## src/sv/mstk_pkg.sv

```systemverilog
// Package with the types and constants shared by the spanning tree block.
`default_nettype none
package mstk_pkg;

  localparam logic [0:0] REG_VERTEX_COUNT = 1'b0;
  localparam logic [4:0] VERTEX_COUNT_RESET = 5'd16;

  typedef struct packed {
    logic [3:0]  row_index;
    logic [3:0]  column_index;
    logic [15:0] edge_cost;
    logic        last_entry;
  } in_item_t;

  typedef struct packed {
    logic [3:0]  from_vertex;
    logic [3:0]  to_vertex;
    logic [15:0] chosen_weight;
    logic        edge_found;
    logic        last_result;
  } out_item_t;

  typedef enum logic [2:0] {
    S_IDLE,
    S_INIT,
    S_SCAN,
    S_DRAIN,
    S_EMIT
  } state_t;

  typedef struct packed {
    logic load;
    logic init;
    logic round_start;
    logic step;
    logic join_emit;
    logic miss_emit;
  } cmd_t;

  typedef struct packed {
    logic scan_end;
    logic have;
    logic edge_last;
    logic out_free;
  } sts_t;

endpackage
`default_nettype wire

```

## src/sv/mstk_ctrl.sv

```systemverilog
// Controller state machine that sequences loading, scan rounds and result output.
`default_nettype none
module mstk_ctrl (
  input  wire logic            clk,
  input  wire logic            rst_n,
  input  wire logic            in_valid,
  input  wire logic            in_last,
  output logic                 in_ready,
  input  wire mstk_pkg::sts_t  sts,
  output mstk_pkg::cmd_t       cmd
);
  import mstk_pkg::*;

  state_t state_r, state_nxt;

  always_ff @(posedge clk) begin
    if (!rst_n) begin
      state_r <= S_IDLE;
    end else begin
      state_r <= state_nxt;
    end
  end

  always_comb begin
    state_nxt = state_r;
    unique case (state_r)
      S_IDLE: begin
        if (in_valid && in_last) state_nxt = S_INIT;
      end
      S_INIT:  state_nxt = S_SCAN;
      S_SCAN: begin
        if (sts.scan_end) state_nxt = S_DRAIN;
      end
      S_DRAIN: state_nxt = S_EMIT;
      S_EMIT: begin
        if (sts.out_free) begin
          if (!sts.have || sts.edge_last) state_nxt = S_IDLE;
          else state_nxt = S_SCAN;
        end
      end
      default: state_nxt = S_IDLE;
    endcase
  end

  always_comb begin
    cmd = '0;
    in_ready = 1'b0;
    unique case (state_r)
      S_IDLE: begin
        in_ready = 1'b1;
        cmd.load = in_valid;
      end
      S_INIT: begin
        cmd.init = 1'b1;
        cmd.round_start = 1'b1;
      end
      S_SCAN:  cmd.step = 1'b1;
      S_DRAIN: cmd = '0;
      S_EMIT: begin
        if (sts.out_free) begin
          cmd.join_emit = sts.have;
          cmd.miss_emit = !sts.have;
          cmd.round_start = sts.have && !sts.edge_last;
        end
      end
      default: cmd = '0;
    endcase
  end

endmodule
`default_nettype wire

```

## config.mk

```make
export PLATFORM = sky130hd
export DESIGN_NAME = mstk_ctrl
export DESIGN_NICKNAME = d
export VERILOG_FILES = /design/src/sv/mstk_pkg.sv /design/src/sv/mstk_ctrl.sv
export SDC_FILE = /design/constraint.sdc
export NUM_CORES = 1
export LEC_CHECK = 0
export ABC_AREA = 1
export BUFFER_PORTS_ARGS = -buffer_cell sky130_fd_sc_hd__buf_2
export CAP_MARGIN = 20
export CORE_AREA = 2 2 39 41
export CTS_CLUSTER_SIZE = 20
export DETAILED_ROUTE_END_ITERATION = 12
export DIE_AREA = 0 0 41 43
export PLACE_DENSITY = 0.41
export REMOVE_ABC_BUFFERS = 1
export SYNTH_ARGS = -nofsm -noshare
export SYNTH_HDL_FRONTEND = slang
export SYNTH_SLANG_ARGS = --single-unit
export TNS_END_PERCENT = 30
```

## constraint.sdc

```tcl
create_clock -name clk -period 0.85 [get_ports clk]
set_input_delay 0.0425 -clock clk [delete_from_list [all_inputs] [get_ports clk]]
set_output_delay 0.0425 -clock clk [all_outputs]
set_load 0.01 [all_outputs]
```

Yosys cells after proc, flatten, opt, wreduce, memory -nomap -nowiden. Index checks and enable logic that the tools add are counted.

Bits in registers: 3. Input port bits: 8. Output and inout bits: 7. Logic and storage cells: 28.

Equal/unequal tests: 7. Mux-type cells: 13. Reduce and logical (&&, ||, !) cells: 7.

Operator list (number): 3-bit one-hot mux with 5 select lines (1); 3-bit 2-to-1 mux (3); 3-bit by 2-bit equality test with 1-bit output (second input constant) (2); 2-bit 2-to-1 mux (3); 2-bit != test (second input constant) (3); 1-bit 2-to-1 mux (5); 3-bit by 1-bit equality test with 1-bit output (second input constant) (1); 3-bit equality test (second input constant) (1); 3-bit logical NOT (1); 3-bit AND reduction (1); 1-bit logical AND (2); 1-bit logical NOT (2); 1-bit one-hot mux with 2 select lines (1); 1-bit logical OR (1).

Longest topological paths before layout.
Depth after elaboration: 5. Mapped depth: 6. Mapped depth without buffers: 6.

Worst setup path before layout. No wires, ideal clock.

Path type: reg-to-output. Start: register state_r[0]. End: output port cmd[3] (netlist name). Arrival: 0.875 ns. Data required time: 0.808 ns. Slack: -0.067 ns. Stages on the path, launching flop included: 4. Buffers on the path: 0. Cells stage by stage: dfxtp_1 > nor2_2 > nand3_1 > o21ai_0.

RTL lines: from (decl) (line mstk_ctrl.sv:14) `state_t state_r, state_nxt;`; from (signal assigned) (line mstk_ctrl.sv:20) `state_r <= state_nxt;`; to (decl) (line mstk_ctrl.sv:10) `output mstk_pkg::cmd_t cmd`.

==> run metrics <==
sequential share of power=23.3%; Synth Area in Compound Gates=4.47%; mapped cell area=224 sq um; Setup-failing EPs final=10; Largest register FFs=3; CTS tree=done; DP HPWL=496 um; Max VDD drop=0.792 mV; sw frac=39.4%; Worst R2R Start=state_r[0]$_SDFFE_PN0P_; CTS hold repair buffers=0; post-synthesis sequential area ratio=26.8%; Crit Path Max Fanout=4; failing checks=negative setup slack; DP Worst Slack=-139 ps; post-synth top area share=26.8%; xor-xnor portion of the synthesized cell area=0%; largest net degree at the start of global routing=5; path depth of the worst reg2reg path=6; Worst Skew=1.05 ps; antenna violations before repair=0; final net count=67; Synth warnings=0; share of post-route cells with drive strength above 1=56.9%; Die W=41 um; CP startpoint=state_r[1]$_SDFFE_PN0P_; via density per instance=4.03; crit path kind=flop to output port; Final GP Congestion=0.713; crit path launch type=flop; dominant cell type by area after synthesis=dfxtp_1; post-synthesis mux area share=0%; Hold Crit Class=input port to flop; overall routed net length=619 um; DRT iter0 DRCs=3; dpl cell area=344 sq um; GRT Overall Usage=7.54%; final worst slack=-258 ps; part of the cycle the worst path needs=130%; Hold Violations, Final=0; Int Power=0.661 mW; post-synthesis simple-gate area fraction=55.3%; Synth Area in Adders=0%; max-cap violation count=0; cell count after synthesis=35; H-tree depth=1; final instance area=410 sq um; arrival time worst endpoint=1070 ps; type of element capturing the critical path=output port; Reg clk slew, reported paths=40 ps; Logic pwr share=54.1%; DR vias=298; I/O Buffers=14; most common cell after layout, fill and taps aside=buf_2; core area=1380 sq um; Num CTS Buffers=3; vias in the first global route=251; fmax=903 MHz; min Tclk post-route=1110 ps; clock buffer depth=2; worst-skew pair later-pin latency=230 ps; first-pass GRT wire length=938 um; antenna cell count=0; Sink Count=3; Final Non-Filler Cells=74; P_sw=0.429 mW; drt first pass iters=2; Util after Layout=29.7%; relative slew slack=90.9%; Filler Cells Inserted=158; Die Y=43 um; clock group share of total power=22.5%; Slew @ Worst Pin=135 ps; # IOs=15; Top Registers=state_r (3); synth unique cells=12; Pwr Total=1.09 mW; Initial Utilization=16.2%; RR Endpoint=state_r[1]$_SDFFE_PN0P_; Routed Antenna Nets=0; r2r setup slk=-110 ps; largest family of logic cells by synthesized area=simple AND/OR/NAND/NOR gates; Placed Cells=69; syn_area_per_cell=6.40 sq um; PwrDens=2660 nW/um^2; number of synthesized register bits=3; DR WL/cell=8.36 um; dominant cells by area after synthesis=dfxtp_1 27%, nand3_2 13%, inv_1 13%; # DRC=0; root buf cell=clkbuf_4; worst endpoint required time=810 ps; most flop-heavy register=state_r; RSZ-0062 raised after global routing=true; most frequent cells in the layout=13 x buf_2, 8 x inv_1, 5 x nand3_2, 5 x buf_4, 4 x nor2_1; Area Overhead vs Synth=83.2%; GR Overflow Total=0; Site Rows=14; end of the critical path=cmd[4]; Die Area=1760 sq um; P_leak=0.228 nW; Max Slew Vio Count=0; run status=finished with violations
==> synth_stat cells <==
| cell | n |
|---|---|
| nand2_1 | 3 |
| nand3_1 | 5 |
| a21oi_1 | 1 |
| nor3_1 | 3 |
| dfxtp_1 | 3 |
| and3_2 | 1 |
| o21ai_0 | 1 |
| nand3b_1 | 1 |
| nand3_2 | 3 |
| inv_1 | 8 |
| nor2_2 | 2 |
| nor2_1 | 4 |
==> power groups by stage <==
stage | logic, mW | clock network, mW | registers, mW
after floorplan | 0.306 | 0 | 0.220
after global placement | 0.510 | 0 | 0.226
after detailed placement | 0.510 | 0 | 0.221
after CTS | 0.539 | 0.259 | 0.248
after global routing | 0.655 | 0.278 | 0.261
final | 0.590 | 0.246 | 0.254
==> stage by stage <==
step | hold WS, ps | TNS (ps)
global route | 66.2 | -2460
detailed placement | 307 | -570
CTS | 57.1 | -1720
global placement | 305 | -655
finish | 66.1 | -1780
floorplan | 139 | -131
==> worst min path at each step <==
stage	start	endpoint	slack, ps	depth (start not counted)
3_5_place_dp	rst_n	state_r[2]$_SDFFE_PN0P_	310	3
6_report	rst_n	state_r[2]$_SDFFE_PN0P_	70	3
5_1_grt	rst_n	state_r[2]$_SDFFE_PN0P_	70	3
4_1_cts	rst_n	state_r[2]$_SDFFE_PN0P_	60	3
2_1_floorplan	sts[2]	cmd[0]	140	1
3_3_place_gp	rst_n	state_r[2]$_SDFFE_PN0P_	310	3
==> repair_timing <==
action,in CTS,in global routing
hold endpoints to repair,0,0
gates cloned,0,0
gates resized for setup,8,2
setup buffers,0,1
setup endpoints to repair,10,10
pin swaps,2,1
==> critical path, cell delays in order, from the launching register on <==
cell and delay, ps:
dfxtp_2 340, inv_1 100, nand3_2 110, buf_4 140, inv_1 40, buf_2 110
==> layer usage <==
metal / GRT usage (%) / share of wire, % / vias to the layer above
met5: 0 / 0 / -
met4: 2.00 / 0 / 0
met3: 3.14 / 6.0 / 0
met2: 10.9 / 49 / 10
met1: 10.0 / 45 / 127
li1: - / - / 161
==> kinds of logic (layout without fill, tap and decap cells) <==
family / count (synthesis) / in the layout
buffers and inverters: 8 / 31
DFF: 3 / 3
AOI/OAI and AO/OA: 2 / 2
and+or+nand+nor: 22 / 22
==> final cells by class <==
type / count / area [sq um] / share of cell area, %
multi-input combinational: 24 / 154 / 37.5
inverter: 8 / 30.0 / 7.32
timing repair buffer: 19 / 114 / 27.7
tap: 16 / 20.0 / 4.88
clock buffer: 4 / 26.3 / 6.40
sequential: 3 / 66.3 / 16.2
Power figures use the tool's default switching activity.
