$ cat config.mk
export PLATFORM = sky130hd
export DESIGN_NAME = mstk_dp
export DESIGN_NICKNAME = d
export VERILOG_FILES = /design/src/sv/mstk_pkg.sv /design/src/sv/mstk_ram.sv /design/src/sv/mstk_dp.sv
export SDC_FILE = /design/constraint.sdc
export NUM_CORES = 2
export LEC_CHECK = 0
export BUFFER_PORTS_ARGS = -buffer_cell sky130_fd_sc_hd__buf_2
export CORE_ASPECT_RATIO = 1.2
export CORE_MARGIN = 2
export CORE_UTILIZATION = 35
export DETAILED_ROUTE_END_ITERATION = 12
export GPL_ROUTABILITY_DRIVEN = 1
export REMOVE_ABC_BUFFERS = 1
export SETUP_SLACK_MARGIN = 0.3
export SLEW_MARGIN = 20
export SYNTH_ARGS = -nofsm -noshare
export SYNTH_HDL_FRONTEND = slang
export SYNTH_HIERARCHICAL = 1
export SYNTH_MEMORY_MAX_BITS = 65536
export SYNTH_SLANG_ARGS = --single-unit
$ cat constraint.sdc
create_clock -name clk -period 6.9 [get_ports clk]
set_input_delay 2.07 -clock clk [delete_from_list [all_inputs] [get_ports clk]]
set_output_delay 2.07 -clock clk [all_outputs]
set_load 0.02 [all_outputs]
$ cat src/sv/mstk_pkg.sv
// Package with the types and constants shared by the spanning tree block.
`default_nettype none
package mstk_pkg;

  localparam logic [0:0] REG_VERTEX_COUNT = 1'b0;
  localparam logic [4:0] VERTEX_COUNT_RESET = 5'd16;

  typedef struct packed {
    logic [3:0]  row_index;
    logic [3:0]  column_index;
    logic [15:0] edge_cost;
    logic        last_entry;
  } in_item_t;

  typedef struct packed {
    logic [3:0]  from_vertex;
    logic [3:0]  to_vertex;
    logic [15:0] chosen_weight;
    logic        edge_found;
    logic        last_result;
  } out_item_t;

  typedef enum logic [2:0] {
    S_IDLE,
    S_INIT,
    S_SCAN,
    S_DRAIN,
    S_EMIT
  } state_t;

  typedef struct packed {
    logic load;
    logic init;
    logic round_start;
    logic step;
    logic join_emit;
    logic miss_emit;
  } cmd_t;

  typedef struct packed {
    logic scan_end;
    logic have;
    logic edge_last;
    logic out_free;
  } sts_t;

endpackage
`default_nettype wire

$ cat src/sv/mstk_ram.sv
// Generic single-write, single-read RAM with registered read data.
`default_nettype none
module mstk_ram #(
  parameter int WIDTH = 16,
  parameter int DEPTH = 256
) (
  input  wire logic                     clk,
  input  wire logic                     we,
  input  wire logic [$clog2(DEPTH)-1:0] waddr,
  input  wire logic [WIDTH-1:0]         wdata,
  input  wire logic [$clog2(DEPTH)-1:0] raddr,
  output logic      [WIDTH-1:0]         rdata
);

  logic [WIDTH-1:0] mem [DEPTH];

  always_ff @(posedge clk) begin
    if (we) begin
      mem[waddr] <= wdata;
    end
    rdata <= mem[raddr];
  end

endmodule
`default_nettype wire

$ cat src/sv/mstk_dp.sv
// Datapath with the weight memory, scan counters, set labels, ranks and output register.
`default_nettype none
module mstk_dp #(
  parameter int MAX_VERTICES = 16,
  parameter int WEIGHT_BITS = 16
) (
  input  wire logic                 clk,
  input  wire logic                 rst_n,
  input  wire mstk_pkg::cmd_t       cmd,
  output mstk_pkg::sts_t            sts,
  input  wire mstk_pkg::in_item_t   in_data,
  input  wire logic [4:0]           vertex_count,
  output logic                      out_valid,
  input  wire logic                 out_ready,
  output mstk_pkg::out_item_t       out_data
);
  import mstk_pkg::*;

  localparam int IW = $clog2(MAX_VERTICES);
  localparam int AW = 2 * IW;
  localparam logic [WEIGHT_BITS:0] SENTINEL = (WEIGHT_BITS+1)'(1) << WEIGHT_BITS;

  logic [IW:0]   n, nm1;
  logic [31:0]   n32, row32, col32, cost32;
  logic [IW-1:0] i_r, j_r, id_r, jd_r, pa_r, pb_r;
  logic          vd_r, have_r;
  logic [WEIGHT_BITS:0]   best_r;
  logic [WEIGHT_BITS-1:0] rdata;
  logic [IW:0]   edges_r;
  logic [IW-1:0] lbl_r [MAX_VERTICES];
  logic [2:0]    rank_r [MAX_VERTICES];
  logic          out_valid_r;
  out_item_t     out_data_r;
  logic          hit;
  logic [IW-1:0] ra, rb, win, lose;

  always_comb begin
    if (vertex_count < 5'd2) n32 = 32'd2;
    else if (32'(vertex_count) > MAX_VERTICES) n32 = 32'(MAX_VERTICES);
    else n32 = 32'(vertex_count);
    n = (IW+1)'(n32);
    nm1 = n - (IW+1)'(1);
    row32 = 32'(in_data.row_index);
    col32 = 32'(in_data.column_index);
    cost32 = 32'(in_data.edge_cost);
  end

  mstk_ram #(.WIDTH(WEIGHT_BITS), .DEPTH(1 << AW)) u_ram (
    .clk   (clk),
    .we    (cmd.load && row32 < MAX_VERTICES && col32 < MAX_VERTICES),
    .waddr ({row32[IW-1:0], col32[IW-1:0]}),
    .wdata (cost32[WEIGHT_BITS-1:0]),
    .raddr ({i_r, j_r}),
    .rdata (rdata)
  );

  assign hit = vd_r && (lbl_r[id_r] != lbl_r[jd_r]) && (rdata != '0)
               && ({1'b0, rdata} < best_r);

  always_comb begin
    ra = lbl_r[pa_r];
    rb = lbl_r[pb_r];
    if (rank_r[ra] < rank_r[rb]) begin
      win = rb;
      lose = ra;
    end else begin
      win = ra;
      lose = rb;
    end
  end

  assign sts.scan_end = ({1'b0, i_r} == nm1) && ({1'b0, j_r} == nm1);
  assign sts.have = have_r;
  assign sts.edge_last = (edges_r + (IW+1)'(1)) == nm1;
  assign sts.out_free = !out_valid_r || out_ready;

  always_ff @(posedge clk) begin
    if (!rst_n) begin
      vd_r <= 1'b0;
      have_r <= 1'b0;
      edges_r <= '0;
      i_r <= '0;
      j_r <= '0;
      best_r <= SENTINEL;
    end else begin
      vd_r <= cmd.step;
      id_r <= i_r;
      jd_r <= j_r;
      if (cmd.step) begin
        if ({1'b0, j_r} == nm1) begin
          j_r <= '0;
          i_r <= i_r + IW'(1);
        end else begin
          j_r <= j_r + IW'(1);
        end
      end
      if (hit) begin
        best_r <= {1'b0, rdata};
        pa_r <= id_r;
        pb_r <= jd_r;
        have_r <= 1'b1;
      end
      if (cmd.join_emit) edges_r <= edges_r + (IW+1)'(1);
      if (cmd.init) edges_r <= '0;
      if (cmd.round_start) begin
        i_r <= '0;
        j_r <= '0;
        best_r <= SENTINEL;
        have_r <= 1'b0;
      end
    end
  end

  always_ff @(posedge clk) begin
    for (int k = 0; k < MAX_VERTICES; k++) begin
      if (cmd.init) begin
        lbl_r[k] <= IW'(k);
        rank_r[k] <= 3'd0;
      end else if (cmd.join_emit) begin
        if (lbl_r[k] == lose) lbl_r[k] <= win;
        if (IW'(k) == win && rank_r[ra] == rank_r[rb]) rank_r[k] <= rank_r[k] + 3'd1;
      end
    end
  end

  always_ff @(posedge clk) begin
    if (!rst_n) begin
      out_valid_r <= 1'b0;
    end else if (cmd.join_emit || cmd.miss_emit) begin
      out_valid_r <= 1'b1;
    end else if (out_ready) begin
      out_valid_r <= 1'b0;
    end
  end

  always_ff @(posedge clk) begin
    if (cmd.join_emit) begin
      out_data_r.from_vertex <= 4'(32'(pa_r));
      out_data_r.to_vertex <= 4'(32'(pb_r));
      out_data_r.chosen_weight <= 16'(32'(best_r));
      out_data_r.edge_found <= 1'b1;
      out_data_r.last_result <= sts.edge_last;
    end else if (cmd.miss_emit) begin
      out_data_r <= '0;
      out_data_r.last_result <= 1'b1;
    end
  end

  assign out_valid = out_valid_r;
  assign out_data = out_data_r;

`ifndef SYNTHESIS
  a_load_free: assert property (@(posedge clk) disable iff (!rst_n)
    (cmd.join_emit || cmd.miss_emit) |-> (!out_valid_r || out_ready))
    else $error("result loaded over a pending transaction");
  a_init: assert property (@(posedge clk) disable iff (!rst_n)
    cmd.init |=> (edges_r == '0 && !have_r && lbl_r[MAX_VERTICES-1] == IW'(MAX_VERTICES-1)))
    else $error("run start did not reset the sets");
  a_best: assert property (@(posedge clk) disable iff (!rst_n)
    have_r |-> (best_r != '0 && best_r < SENTINEL))
    else $error("kept edge has an impossible weight");
`endif

endmodule
`default_nettype wire

## After elaboration in Yosys (flattened, before gate mapping)

Memories as Yosys holds them, arrays and structs flattened. A register that Yosys moved wholly into a read port is not among the register bits.
Cells that the tools add are included.

- Add/sub/neg operators: 20
- Order comparisons: 6
- Equal/unequal tests: 36
- Multiplexer cells: 177
- Bitwise gates (word level): 33
- Reductions and logical operators: 33

Operators with widths:

| cell | count |
|---|---|
| 1-bit 2-to-1 mux | 134 |
| 4-bit 2-to-1 mux | 23 |
| 4-bit == test | 16 |
| 26-bit 2-to-1 mux | 2 |
| 3-bit by 1-bit adder with 3-bit output (second input constant) | 16 |
| 3-bit 2-to-1 mux | 16 |
| 4-bit == test (first input constant) | 8 |
| 1-bit OR | 32 |
| 1-bit logical AND | 22 |
| 16-bit by 17-bit < comparator with 1-bit output | 1 |
| 3-bit by 4-bit == test with 1-bit output (first input constant) | 4 |
| 16-bit nonzero test | 1 |
| 4-bit by 5-bit == test with 1-bit output | 2 |
| 4-bit by 5-bit < comparator with 1-bit output (second input constant) | 2 |
| 5-bit 2-to-1 mux | 2 |
| 4-bit by 1-bit adder with 4-bit output (second input constant) | 2 |
| 2-bit by 4-bit == test with 1-bit output (first input constant) | 2 |
| 5-bit by 1-bit adder with 5-bit output (second input constant) | 1 |
| 5-bit == test | 1 |
| 5-bit greater-than comparator (second input constant) | 1 |
| 5-bit by 2-bit < comparator with 1-bit output (second input constant) | 1 |
| 5-bit by 1-bit subtractor with 5-bit output (second input constant) | 1 |
| 1-bit by 4-bit == test with 1-bit output (first input constant) | 1 |
| 4-bit logical NOT | 1 |
| 9 further kinds | 13 |

- Bits in registers: 75
- RAM bits: 4208
- Output and inout bits: 31
- Memories kept: 3

Memories:

| memory | depth | width | read ports | clocked after Yosys merged registers in | write ports | RTL line | source |
|---|---|---|---|---|---|---|---|
| u_ram.mem | 256 | 16 | 1 | 1 | 1 | mstk_ram.sv:15 | `logic [WIDTH-1:0] mem [DEPTH];` |
| lbl_r | 16 | 4 | 20 | 4 | 16 | mstk_dp.sv:30 | `logic [IW-1:0] lbl_r [MAX_VERTICES];` |
| rank_r | 16 | 3 | 18 | 0 | 16 | mstk_dp.sv:31 | `logic [2:0] rank_r [MAX_VERTICES];` |

## Logic depth before layout (Yosys ltp)

An unclocked memory read counts as a cell.

- Depth in word-level cells: 10
- Mapped depth: 22
- Depth with buffers taken out: 15

## Cells and area by module

The synthesis kept the hierarchy.

By module, submodules not included:

| module | times used | cells each | area an instance (um^2) | sequential area each (um^2) |
|---|---|---|---|---|
| mstk_ram | 1 | 7360 | 158714.7 | 123318.3 |
| mstk_dp | 1 | 1060 | 12948.7 | 5595.4 |

## Worst setup path after synthesis

No wires, ideal clock.

- Kind: in2out
- Start point: in vertex_count[4]
- End point: out sts[3] (netlist name)
- Data arrival time: 4.381 ns
- Slack: 0.449 ns
- Stages: 9
- Buffers on the path: 1
- Cell sequence: clkbuf_1 > nor3b_1 > inv_1 > ha_1 > xor2_1 > o21a_1 > o22a_1 > nor4_2 > and3_1

RTL lines:

| item | RTL line | source |
|---|---|---|
| from (decl) | mstk_dp.sv:12 | `input wire logic [4:0] vertex_count,` |
| to (decl) | mstk_dp.sv:10 | `output mstk_pkg::sts_t sts,` |

==> flow_summary.toml <==
[clock_network]
cts_tree = "yes"
clkTransAtPathRegs_ns = 0.06
numCtsBuffers = 421
clock_latency_ns = 1.04
clk_path_buf_depth = 4
cts.sinks = 4315
h-tree-depth = 5
cts-root-buf = "clkbuf_16"

[timing]
fmax_ghz = 0.1581
fin_crit_sh_pct = 91.65
rsz0062_at_grt = "no"
layout_setup_ws_ns = 0.5761
slew_headroom_pct = 15.83
fin_skew_ns = 0.07351
post-route-min-period_ns = 6.324
slew_violations = 0
setup_viol = 0
worst_pin_slew_ns = 1.249
hold_violations = 0

[logic_synthesis]
yosys.area_share.simple_pct = 2.593
synthArstFlopShare_pct = 0
netlist_instances = 8420
netlist_area_sq_um = 171700
syn_area_per_cell_sq_um = 20.39
synth_edf_count = 4249
synth-seq-area-share_pct = 75.10
synth-compound-area-share_pct = 3.731
ys_warn_count = 6
synthMuxAreaShare_pct = 15.89
synthDistinctLibCells = 82
synth_ff_type = "edfxtp_1"
synthAdderAreaFrac_pct = 0.2770
synth_top_family_by_area = "multiplexers"
ys_ff_latch = 4315
synthXorXnorAreaFrac_pct = 0.5459

[global_routing]
grt_pass1_vias = 87230
grt_max_degree = 188
grt-ovfl-total = 0
grt_use_total_pct = 17.94
antenna_found_initial = 35
grt_pass1_wl_mm = 647.5

[setup_path]
arrival_ns = 4.25
critical_path_class = "input pin to output pin"
r2r_setup_slack_ns = 0.63
end_kind = "output pin"
crit_fanout = 6
cp.required_ns = 4.83
reg2reg_depth = 17
critPathLaunchType = "input pin"
critPathLaunch = "vertex_count[2]"

[placement]
dpl.hpwl_mm = 277.4
routabilityCongestion = 0.8987
port_buffers = 68
pre_cts_ws_ns = 0.4705

[die]
core_area_sq_um = 488400
ios = 70
rows = 281
die_y_um = 771.2
die_w_um = 643.3
dieArea_sq_um = 496100
start_util_pct = 35.15

[drt]
vias = 86790
wl_per_cell_um = 29.07
dr.first_iter.drc_count = 10450
ant_nets = 0
drt-total-wl_mm = 456.6
routed_via_density = 5.525
drtPass1Iterations = 6
drc_errors = 0

[status]
status = "finished clean"

[pwr]
power_frac_comb_pct = 6.2
clkPwrFrac_pct = 41.3
power_frac_seq_pct = 52.5
switchingPower_w = 0.01228
p_per_area_nw_per_um2 = 283.8
p_sw_share_pct = 22.15
leakagePower_nw = 58.62
ir_worst_vdd_mv = 0.2279
p_total_w = 0.05544
p_int_w = 0.04316

[finish]
drive_above_1_share_pct = 24.47
layout_commonest_cell = "edfxtp_1"
area_growth_pct = 13.79
fin_nets = 8910
mostFrequentLayoutCells = "edfxtp_1, mux4_2, mux2i_1, clkbuf_16, buf_4"

[hold_path]
hp-start = "out_data[1]"
hold_depth = 1
hold_path.class = "flop to flop"

[flow_run]
maxCapViolations = 0
[worst paths after layout]
check | endpoint
worst min register to register | out_data[1]
worst max-delay path | sts[3]
worst min-delay path | out_data[1]
worst max register to register | lbl_r[6][1]
[synth_stat cells, drive strengths merged (9+ instances only)]
cell	instances	area share (%)
a211oi	20	0.087
a21o	17	0.074
a21oi	205	0.60
a221oi	28	0.14
a22o	32	0.16
a22oi	54	0.24
a31oi	9	0.036
and2	43	0.16
and3	30	0.11
buf	263	1.2
clkbuf	254	0.56
dfxtp	66	0.77
edfxtp	4249	74
ha	38	0.28
inv	34	0.076
mux2	115	0.77
mux2i	602	3.5
mux4	883	12
nand2	81	0.18
nand2b	14	0.051
nand3	112	0.33
nand4	32	0.12
nor2	336	0.74
nor2b	20	0.073
nor3	140	0.45
nor4	41	0.16
o21ai	85	0.25
o221ai	253	1.3
o22ai	149	0.54
o31ai	16	0.070
o32ai	21	0.11
or2	10	0.038
xnor2	69	0.35
xor2	38	0.19
[power by group through the flow]
| stage | registers [W] | logic (W) | clock network [W] |
|---|---|---|---|
| floorplan | 0.0298 | 0.00375 | 0 |
| CTS | 0.0291 | 0.00343 | 0.0233 |
| global placement | 0.0297 | 0.00338 | 0 |
| detailed placement | 0.0297 | 0.00342 | 0 |
| finish | 0.0291 | 0.00344 | 0.0229 |
| global route | 0.0291 | 0.00366 | 0.0243 |
[worst max-delay path, cell delays in order]
cell and delay (ns):
buf_2 0.14, nor3_1 0.07, nor3b_1 0.30, inv_1 0.10
ha_1 0.29, xor2_1 0.17, o21a_1 0.19, o22a_1 0.20
nor4_2 0.33, and3_1 0.24, buf_2 0.17
[kinds of logic after synthesis]
family | Yosys count
AOI/OAI and AO/OA | 911
xor gates and xnor gates | 107
adders and majority gates | 38
buffers and inverters | 552
DFF | 4315
muxes | 1600
and+or+nand+nor | 897
[flip-flops by register name, summed over array words and instances, names as in the netlist, named ones only]
name,flops
u_ram/mem,4096
lbl_r,64
rank_r,48
out_data,26
best_r,17
u_ram/rdata,16
edges_r,5
i_r,4
id_r,4
j_r,4
jd_r,4
pa_r,4
pb_r,4
have_r,1
out_valid,1
vd_r,1
[through the flow]
| stage | util [%] | instance area [sq um] | cells | TNS [ns] | hold WS [ns] |
|---|---|---|---|---|---|
| after global placement | 37.14 | 181400 | 14920 | 0 | 0.4319 |
| after floorplan | - | 168600 | 7903 | -1239.09 | 0.4416 |
| after global routing | 39.99 | 195300 | 15700 | 0 | 0.4914 |
| after detailed placement | 37.17 | 181500 | 14920 | 0 | 0.4598 |
| final | 40.00 | 195300 | 15710 | 0 | 0.4592 |
| after CTS | 39.97 | 195200 | 15700 | 0 | 0.4746 |
[cell type report]
cell class / instances / area, sq um
clock inverter: 274 / 2801
tap: 6509 / 8144
timing repair buffer: 507 / 4419
antenna: 12 / 30.03
sequential: 4315 / 128900
fill: 42770 / 293000
multi-input combinational: 3553 / 39950
clock buffer: 503 / 10910
inverter: 35 / 146.4
[repair_timing]
action                                  CTS  global route
endpoints found under the setup margin    0            46
gates resized for setup                   0             4
hold buffers                              0             0
setup buffers                             0             0
[routing by layer]
layer | up-vias | GRT usage, % | part of all wire [%]
met5 | - | 0 | 0.024
met4 | 18 | 7.699 | 4.7
met3 | 717 | 2.679 | 7.1
met2 | 3430 | 30.32 | 49
met1 | 46440 | 23.09 | 39
li1 | 36180 | - | -
(Power assumes the default switching activity.)
